[config.mk]
export PLATFORM = sky130hd
export DESIGN_NAME = midpoint_half_circle_points_flat
export DESIGN_NICKNAME = d
export VERILOG_FILES = /design/src/rtl/mhc_pkg.sv /design/src/rtl/mhc_ifs.sv /design/src/rtl/midpoint_half_circle_points.sv /design/src/rtl/mhc_tracker.sv /design/src/flat_wrapper.sv
export SDC_FILE = /design/constraint.sdc
export NUM_CORES = 1
export LEC_CHECK = 0
export ABC_AREA = 0
export BUFFER_PORTS_ARGS = -buffer_cell sky130_fd_sc_hd__clkbuf_2
export CAP_MARGIN = 20
export CORE_ASPECT_RATIO = 1.1
export CORE_MARGIN = 2
export CORE_UTILIZATION = 45
export CTS_CLUSTER_SIZE = 8
export DETAILED_ROUTE_END_ITERATION = 10
export MAX_ROUTING_LAYER = met4
export PLACE_DENSITY_LB_ADDON = 0.1
export SLEW_MARGIN = 0
export SYNTH_ARGS = -nofsm -noshare
export SYNTH_HDL_FRONTEND = slang
export SYNTH_HIERARCHICAL = 1
export SYNTH_SLANG_ARGS = --single-unit
export TNS_END_PERCENT = 30
[constraint.sdc]
create_clock -name clock -period 12.5 [get_ports clock]
set_input_delay 1.25 -clock clock [delete_from_list [all_inputs] [get_ports clock]]
set_output_delay 1.25 -clock clock [all_outputs]
set_load 0.02 [all_outputs]
[src/rtl/mhc_pkg.sv]
// Package with shared constants and codes for the midpoint half-circle point generator.
package mhc_pkg;

   // default widths of the coordinate and radius fields
   localparam int COORD_BITS_DEF  = 12;
   localparam int RADIUS_BITS_DEF = 10;

   // width of the point count field
   localparam int COUNT_W = 3;

   // command codes
   localparam logic CMD_START   = 1'b0;
   localparam logic CMD_ADVANCE = 1'b1;

   // point counts carried by a result word
   localparam logic [COUNT_W-1:0] COUNT_NONE    = 3'd0;
   localparam logic [COUNT_W-1:0] COUNT_START   = 3'd1;
   localparam logic [COUNT_W-1:0] COUNT_ADVANCE = 3'd4;

endpackage

[src/rtl/mhc_ifs.sv]
// Handshake interfaces for the command channel and the point channel.
interface mhc_req_if #(
   parameter int COORD_BITS  = mhc_pkg::COORD_BITS_DEF,
   parameter int RADIUS_BITS = mhc_pkg::RADIUS_BITS_DEF
);
   logic                          valid;
   logic                          ready;
   logic                          cmd;
   logic signed [COORD_BITS-1:0]  center_x;
   logic signed [COORD_BITS-1:0]  center_y;
   logic        [RADIUS_BITS-1:0] radius;

   modport source (output valid, output cmd, output center_x, output center_y,
                   output radius, input ready);
   modport sink (input valid, input cmd, input center_x, input center_y,
                 input radius, output ready);
endinterface

interface mhc_rsp_if #(
   parameter int COORD_BITS = mhc_pkg::COORD_BITS_DEF
);
   logic                             valid;
   logic                             ready;
   logic signed [COORD_BITS:0]       p0_x;
   logic signed [COORD_BITS:0]       p0_y;
   logic signed [COORD_BITS:0]       p1_x;
   logic signed [COORD_BITS:0]       p1_y;
   logic signed [COORD_BITS:0]       p2_x;
   logic signed [COORD_BITS:0]       p2_y;
   logic signed [COORD_BITS:0]       p3_x;
   logic signed [COORD_BITS:0]       p3_y;
   logic [mhc_pkg::COUNT_W-1:0]      point_count;
   logic                             done_res;

   modport source (output valid, output p0_x, output p0_y, output p1_x, output p1_y,
                   output p2_x, output p2_y, output p3_x, output p3_y,
                   output point_count, output done_res, input ready);
   modport sink (input valid, input p0_x, input p0_y, input p1_x, input p1_y,
                 input p2_x, input p2_y, input p3_x, input p3_y,
                 input point_count, input done_res, output ready);
endinterface

[src/rtl/midpoint_half_circle_points.sv]
// An accepted command word's point word is registered and shown on rsp in the next cycle.
// Throughput: one command word per cycle; the output register drains while
// the next word is taken, so ready only drops when a held word is not taken.
// Each advance is one midpoint iteration done in the same cycle it is taken.
// Synchronous active-high reset: idle, no circle running, no word on rsp.
// Top level of the midpoint half-circle point generator.
module midpoint_half_circle_points #(
   parameter int COORD_BITS  = mhc_pkg::COORD_BITS_DEF,
   parameter int RADIUS_BITS = mhc_pkg::RADIUS_BITS_DEF
) (
   input  logic      clock,
   input  logic      reset,
   mhc_req_if.sink   req,
   mhc_rsp_if.source rsp
);
   logic signed [COORD_BITS:0]    pt_x [4];
   logic signed [COORD_BITS:0]    pt_y [4];
   logic [mhc_pkg::COUNT_W-1:0]   count;
   logic                          done;
   logic                          take;

   logic                          rsp_valid_ff;
   logic signed [COORD_BITS:0]    px_ff [4];
   logic signed [COORD_BITS:0]    py_ff [4];
   logic [mhc_pkg::COUNT_W-1:0]   count_ff;
   logic                          done_ff;

   // take a word when the output register is empty or being drained
   assign req.ready = !rsp_valid_ff || rsp.ready;
   assign take      = req.valid && req.ready;

   mhc_tracker #(
      .COORD_BITS  (COORD_BITS),
      .RADIUS_BITS (RADIUS_BITS)
   ) u_tracker (
      .clock       (clock),
      .reset       (reset),
      .take        (take),
      .cmd         (req.cmd),
      .center_x    (req.center_x),
      .center_y    (req.center_y),
      .radius      (req.radius),
      .pt_x        (pt_x),
      .pt_y        (pt_y),
      .point_count (count),
      .done_res    (done)
   );

   // hold the result word valid until taken
   always_ff @(posedge clock) begin
      if (reset) begin
         rsp_valid_ff <= 1'b0;
      end else if (take) begin
         rsp_valid_ff <= 1'b1;
      end else if (rsp.ready) begin
         rsp_valid_ff <= 1'b0;
      end
   end

   // load the result payload
   always_ff @(posedge clock) begin
      if (take) begin
         px_ff    <= pt_x;
         py_ff    <= pt_y;
         count_ff <= count;
         done_ff  <= done;
      end
   end

   assign rsp.valid       = rsp_valid_ff;
   assign rsp.p0_x        = px_ff[0];
   assign rsp.p0_y        = py_ff[0];
   assign rsp.p1_x        = px_ff[1];
   assign rsp.p1_y        = py_ff[1];
   assign rsp.p2_x        = px_ff[2];
   assign rsp.p2_y        = py_ff[2];
   assign rsp.p3_x        = px_ff[3];
   assign rsp.p3_y        = py_ff[3];
   assign rsp.point_count = count_ff;
   assign rsp.done_res    = done_ff;

endmodule

[src/rtl/mhc_tracker.sv]
// Circle state registers, midpoint update and point computation for one word.
module mhc_tracker #(
   parameter int COORD_BITS  = mhc_pkg::COORD_BITS_DEF,
   parameter int RADIUS_BITS = mhc_pkg::RADIUS_BITS_DEF
) (
   input  logic                          clock,
   input  logic                          reset,
   input  logic                          take,
   input  logic                          cmd,
   input  logic signed [COORD_BITS-1:0]  center_x,
   input  logic signed [COORD_BITS-1:0]  center_y,
   input  logic        [RADIUS_BITS-1:0] radius,
   output logic signed [COORD_BITS:0]    pt_x [4],
   output logic signed [COORD_BITS:0]    pt_y [4],
   output logic [mhc_pkg::COUNT_W-1:0]   point_count,
   output logic                          done_res
);
   // output coordinate width, step width (room for y = -1), decision width
   localparam int OW = COORD_BITS + 1;
   localparam int SW = RADIUS_BITS + 2;
   localparam int DW = RADIUS_BITS + 4;

   logic signed [SW-1:0] x_ff, x_in, y_ff, y_in;
   logic signed [DW-1:0] d_ff, d_in;
   logic signed [OW-1:0] org_x_ff, org_x_in, base_ff, base_in;
   logic                 running_ff, running_in;

   logic signed [SW-1:0] r_s, x_nx, y_nx;
   logic signed [DW-1:0] inc_a, inc_b;
   logic signed [OW-1:0] h_o, k_o, r_o, half_o, start_base, x_o, y_o;
   logic                 finish;

   // start values, coordinates kept modulo the output width
   always_comb begin
      r_s        = SW'($signed({1'b0, radius}));
      h_o        = OW'(center_x);
      k_o        = OW'(center_y);
      r_o        = OW'($signed({1'b0, radius}));
      half_o     = OW'($signed({1'b0, radius >> 1}));
      start_base = k_o - half_o;
   end

   // midpoint step on the held state
   always_comb begin
      inc_a  = (DW'(x_ff) <<< 1) + DW'(3);
      inc_b  = ((DW'(x_ff) - DW'(y_ff)) <<< 1) + DW'(5);
      x_nx   = x_ff + SW'(1);
      y_nx   = d_ff[DW-1] ? y_ff : y_ff - SW'(1);
      finish = x_nx > y_nx;
      x_o    = OW'(x_ff);
      y_o    = OW'(y_ff);
   end

   // points and next state for the word at the input
   always_comb begin
      x_in        = x_ff;
      y_in        = y_ff;
      d_in        = d_ff;
      org_x_in    = org_x_ff;
      base_in     = base_ff;
      running_in  = running_ff;
      pt_x        = '{default: '0};
      pt_y        = '{default: '0};
      point_count = mhc_pkg::COUNT_NONE;
      done_res    = 1'b0;
      priority if (cmd == mhc_pkg::CMD_START) begin
         x_in        = '0;
         y_in        = r_s;
         d_in        = DW'(1) - DW'($signed({1'b0, radius}));
         org_x_in    = h_o;
         base_in     = start_base;
         running_in  = 1'b1;
         pt_x[0]     = h_o;
         pt_y[0]     = r_o + start_base;
         point_count = mhc_pkg::COUNT_START;
      end else if (running_ff) begin
         pt_x[0]     = x_o + org_x_ff;
         pt_y[0]     = y_o + base_ff;
         pt_x[1]     = x_o + org_x_ff;
         pt_y[1]     = base_ff - y_o;
         pt_x[2]     = y_o + org_x_ff;
         pt_y[2]     = x_o + base_ff;
         pt_x[3]     = y_o + org_x_ff;
         pt_y[3]     = base_ff - x_o;
         point_count = mhc_pkg::COUNT_ADVANCE;
         done_res    = finish;
         x_in        = x_nx;
         y_in        = y_nx;
         d_in        = d_ff + (d_ff[DW-1] ? inc_a : inc_b);
         running_in  = !finish;
      end else begin
         // advance while idle: no points
         point_count = mhc_pkg::COUNT_NONE;
      end
   end

   // hold state, update on an accepted word
   always_ff @(posedge clock) begin
      if (reset) begin
         x_ff       <= '0;
         y_ff       <= '0;
         d_ff       <= '0;
         org_x_ff   <= '0;
         base_ff    <= '0;
         running_ff <= 1'b0;
      end else if (take) begin
         x_ff       <= x_in;
         y_ff       <= y_in;
         d_ff       <= d_in;
         org_x_ff   <= org_x_in;
         base_ff    <= base_in;
         running_ff <= running_in;
      end
   end

endmodule

[src/flat_wrapper.sv]
// flat-port wrapper written by rule: the top's interface ports become plain ports
module midpoint_half_circle_points_flat 
#(
   parameter int COORD_BITS  = mhc_pkg::COORD_BITS_DEF,
   parameter int RADIUS_BITS = mhc_pkg::RADIUS_BITS_DEF
)
  (clock, reset, req_valid, req_cmd, req_center_x, req_center_y, req_radius, req_ready, rsp_valid, rsp_p0_x, rsp_p0_y, rsp_p1_x, rsp_p1_y, rsp_p2_x, rsp_p2_y, rsp_p3_x, rsp_p3_y, rsp_point_count, rsp_done_res, rsp_ready);
  mhc_req_if #(.COORD_BITS(COORD_BITS), .RADIUS_BITS(RADIUS_BITS)) req_i ();
  mhc_rsp_if #(.COORD_BITS(COORD_BITS)) rsp_i ();
  input  logic clock;
  input  logic reset;
  input wire logic [$bits(req_i.valid)-1:0] req_valid;
  input wire logic [$bits(req_i.cmd)-1:0] req_cmd;
  input wire logic [$bits(req_i.center_x)-1:0] req_center_x;
  input wire logic [$bits(req_i.center_y)-1:0] req_center_y;
  input wire logic [$bits(req_i.radius)-1:0] req_radius;
  output wire logic [$bits(req_i.ready)-1:0] req_ready;
  output wire logic [$bits(rsp_i.valid)-1:0] rsp_valid;
  output wire logic [$bits(rsp_i.p0_x)-1:0] rsp_p0_x;
  output wire logic [$bits(rsp_i.p0_y)-1:0] rsp_p0_y;
  output wire logic [$bits(rsp_i.p1_x)-1:0] rsp_p1_x;
  output wire logic [$bits(rsp_i.p1_y)-1:0] rsp_p1_y;
  output wire logic [$bits(rsp_i.p2_x)-1:0] rsp_p2_x;
  output wire logic [$bits(rsp_i.p2_y)-1:0] rsp_p2_y;
  output wire logic [$bits(rsp_i.p3_x)-1:0] rsp_p3_x;
  output wire logic [$bits(rsp_i.p3_y)-1:0] rsp_p3_y;
  output wire logic [$bits(rsp_i.point_count)-1:0] rsp_point_count;
  output wire logic [$bits(rsp_i.done_res)-1:0] rsp_done_res;
  input wire logic [$bits(rsp_i.ready)-1:0] rsp_ready;
  assign req_i.valid = req_valid;
  assign req_i.cmd = req_cmd;
  assign req_i.center_x = req_center_x;
  assign req_i.center_y = req_center_y;
  assign req_i.radius = req_radius;
  assign req_ready = req_i.ready;
  assign rsp_valid = rsp_i.valid;
  assign rsp_p0_x = rsp_i.p0_x;
  assign rsp_p0_y = rsp_i.p0_y;
  assign rsp_p1_x = rsp_i.p1_x;
  assign rsp_p1_y = rsp_i.p1_y;
  assign rsp_p2_x = rsp_i.p2_x;
  assign rsp_p2_y = rsp_i.p2_y;
  assign rsp_p3_x = rsp_i.p3_x;
  assign rsp_p3_y = rsp_i.p3_y;
  assign rsp_point_count = rsp_i.point_count;
  assign rsp_done_res = rsp_i.done_res;
  assign rsp_i.ready = rsp_ready;
  midpoint_half_circle_points #(.COORD_BITS(COORD_BITS), .RADIUS_BITS(RADIUS_BITS)) u_core (.clock(clock), .reset(reset), .req(req_i), .rsp(rsp_i));
endmodule
==> flow_summary.toml <==
[routing]
vias = 10305
drc = 0
vias_per_cell = 5.55
drt_iter0_markers = 872
first_pass_iters = 6
antenna_left = 0
routed_wl_um = 34500
wl_per_cell_um = 18.6

[synth]
async_reset_ff_share_pct = 0
yosys.cell_count.top_type = "nor2_1"
syn_area_per_cell_sq_um = 9.04
ys_warn_count = 6
synth_edf_count = 108
yosysTopAreaCellShare_pct = 26.0
synth_seq_area_share_pct = 36.4
synth_ff_type = "edfxtp_1"
synth_area_sq_um = 12500
yosys.area.top_type = "edfxtp_1"
netlist_top_cells_count = "nor2_1 (149), ha_1 (132), a21oi_1 (122)"
synthTopCellsByArea = "edfxtp_1 (26%), ha_1 (13%), dfxtp_1 (10%)"
synthDistinctLibCells = 78
synth_seq_cells = 173
syn_nets = 1561
syn_inst = 1380

[floorplan]
die_h_um = 179
initial_core_util_pct = 46.0
die_area_sq_um = 29100
core_area_sq_um = 27100
ios = 149
rows = 63
dieWidth_um = 163

[global_routing]
grt_pass1_wl_um = 53300
grt-ovfl-total = 0
antenna_found_initial = 0
first_global_vias = 9693
grt_max_degree = 71
grtUsageTotal_pct = 24.7

[layout]
area_growth_pct = 12.0
n_fill_cell = 2609
diodes = 0
nets = 1668
layout-drive-gt1-share_pct = 13.7
final_util_pct = 51.5

[sta]
rsz0062_at_grt = "no"
setup_viol = 0
finalHoldViolations = 0
worst_pin_slew_ns = 0.934
slew_violations = 0
fmax_mhz = 211
fin_crit_sh_pct = 38.0
max_slew_margin_pct = 37.6
clock_skew_ns = 0.0110
period_needed_ns = 4.75
tns_ns = 0
fin_ws_ns = 7.75

[clock_network]
cts.sinks = 173
cts_buffers = 17
postCtsHoldBufs = 0
cts_resized = 0
clock_path_buffers = 2
insertion_delay_ns = 0.44
cts_tree = "yes"
clk_pin_slew_ns = 0.07
htree_levels = 4
post_cts_buffers = 0
root_buffer = "clkbuf_16"

[worst_setup_path]
crit_arrival_ns = 5.14
critPathKind = "reg -> reg"
required_ns = 12.89
worst-path-max-fanout = 7
critPathLaunchType = "flip-flop"
end_kind = "flip-flop"

[placed_design]
pre_cts_ws_ns = 7.49
gp_congestion = 0.895
io_buffer_count = 148
hpwl_um = 26100

[flow_run]
cap_violations = 0

[power_and_ir_drop]
power_density_nw_per_um2 = 125
ir_drop_v = 0.0000737
totalPowerFinal_mw = 1.75
p_leak_nw = 6.01

[hold_path]
hold_class = "reg -> reg"

[outcome]
status = "finished clean"
==> critical path: stages, from the launching register on <==
cell and delay (ns):
dfxtp_1 0.54, inv_1 0.27, fa_1 0.48, nor2b_1 0.16, or2_2 0.28, ha_1 0.22, nor3b_1 0.18, a311o_1 0.37
a221oi_1 0.28, xor2_1 0.16, o21ai_0 0.09, ha_1 0.36, o21ai_0 0.12, o31ai_1 0.13, o41ai_1 0.48, o21a_1 0.24
and4_1 0.19, mux2i_1 0.07, nand2_1 0.06
==> sequential cells by signal (all words and copies together) (netlist names), 3 cells and up <==
register,count
u_core/u_tracker/d_ff,14
u_core/rsp.p0_x,13
u_core/rsp.p0_y,13
u_core/rsp.p1_x,13
u_core/rsp.p1_y,13
u_core/rsp.p2_x,13
u_core/rsp.p2_y,13
u_core/rsp.p3_x,13
u_core/rsp.p3_y,13
u_core/u_tracker/base_ff,13
u_core/u_tracker/org_x_ff,12
u_core/u_tracker/x_ff,12
u_core/u_tracker/y_ff,12
u_core/rsp.point_count,3
==> kinds of logic after synthesis <==
| logic type | after synthesis | synth area share [%] |
|---|---|---|
| DFF | 173 | 36.4 |
| and+or+nand+nor | 437 | 16.7 |
| xor gates and xnor gates | 123 | 8.64 |
| other | 1 | 0.0301 |
| buffers and inverters | 158 | 5.22 |
| adders and majority gates | 142 | 14.8 |
| muxes | 8 | 0.652 |
| AOI/OAI and AO/OA | 338 | 17.5 |
==> placed cells by master (no fill, tap or decap), types with 19 or more instances in the layout <==
cell | synthesis | final
ha_1 | 132 | 132
o21bai_1 | 20 | 20
a211oi_1 | 24 | 24
inv_1 | 88 | 88
o21ai_0 | 45 | 45
edfxtp_1 | 108 | 108
xor2_1 | 26 | 26
a21o_1 | 29 | 29
nand3_1 | 28 | 28
nand2_1 | 91 | 90
xnor2_1 | 97 | 97
nor2_1 | 149 | 149
clkbuf_2 | 0 | 148
nor2b_1 | 20 | 19
and3_1 | 29 | 29
nor3_1 | 53 | 53
a21oi_1 | 122 | 122
dfxtp_1 | 65 | 65
==> worst paths after layout <==
| path | startpoint | endpoint | slack, ns | cells after the start |
|---|---|---|---|---|
| setup / recovery | u_core/u_tracker/y_ff[1] | u_core/u_tracker/d_ff[13] | 7.75 | 18 |
| hold reg to reg | u_core/u_tracker/d_ff[2] | u_core/u_tracker/d_ff[2] | 0.47 | 2 |
| setup reg to reg | u_core/u_tracker/y_ff[1] | u_core/u_tracker/d_ff[13] | 7.75 | 18 |
| hold / removal | u_core/u_tracker/d_ff[2] | u_core/u_tracker/d_ff[2] | 0.47 | 2 |
==> power breakdown <==
group          internal [mW]  leakage [nW]  switching [mW]  total, mW
registers              0.649          1.62          0.0353      0.684
logic                  0.224          4.13           0.335      0.559
clock network          0.276         0.265           0.233      0.509
==> layout make-up <==
cell class	instances	area (sq um)	area share [%]
sequential	173	4540	32.5
inverter	90	338	2.42
tap	357	447	3.20
timing repair buffer	156	801	5.73
clock inverter	12	111	0.797
clock buffer	20	437	3.12
multi-input combinational	1049	7300	52.2
==> per-stage QoR <==
stage / hold slack, ns / instances / cell area (sq um)
finish: 0.473 / 1857 / 14000
global route: 0.506 / 1857 / 14000
CTS: 0.475 / 1857 / 14000
detailed placement: 0.465 / 1825 / 13400
global placement: 0.465 / 1825 / 13400
floorplan: 0.436 / 1380 / 12500
==> metal layers <==
layer | GRT usage, % | part of all wire [%] | vias to the layer above
li1 | - | - | 5124
met1 | 31.9 | 46 | 4836
met3 | 3.79 | 5.1 | 51
met4 | 8.08 | 2.4 | 0
met2 | 39.7 | 47 | 294
met5 | - | 0 | -
Note: power is estimated with default switching activity, not from simulation.
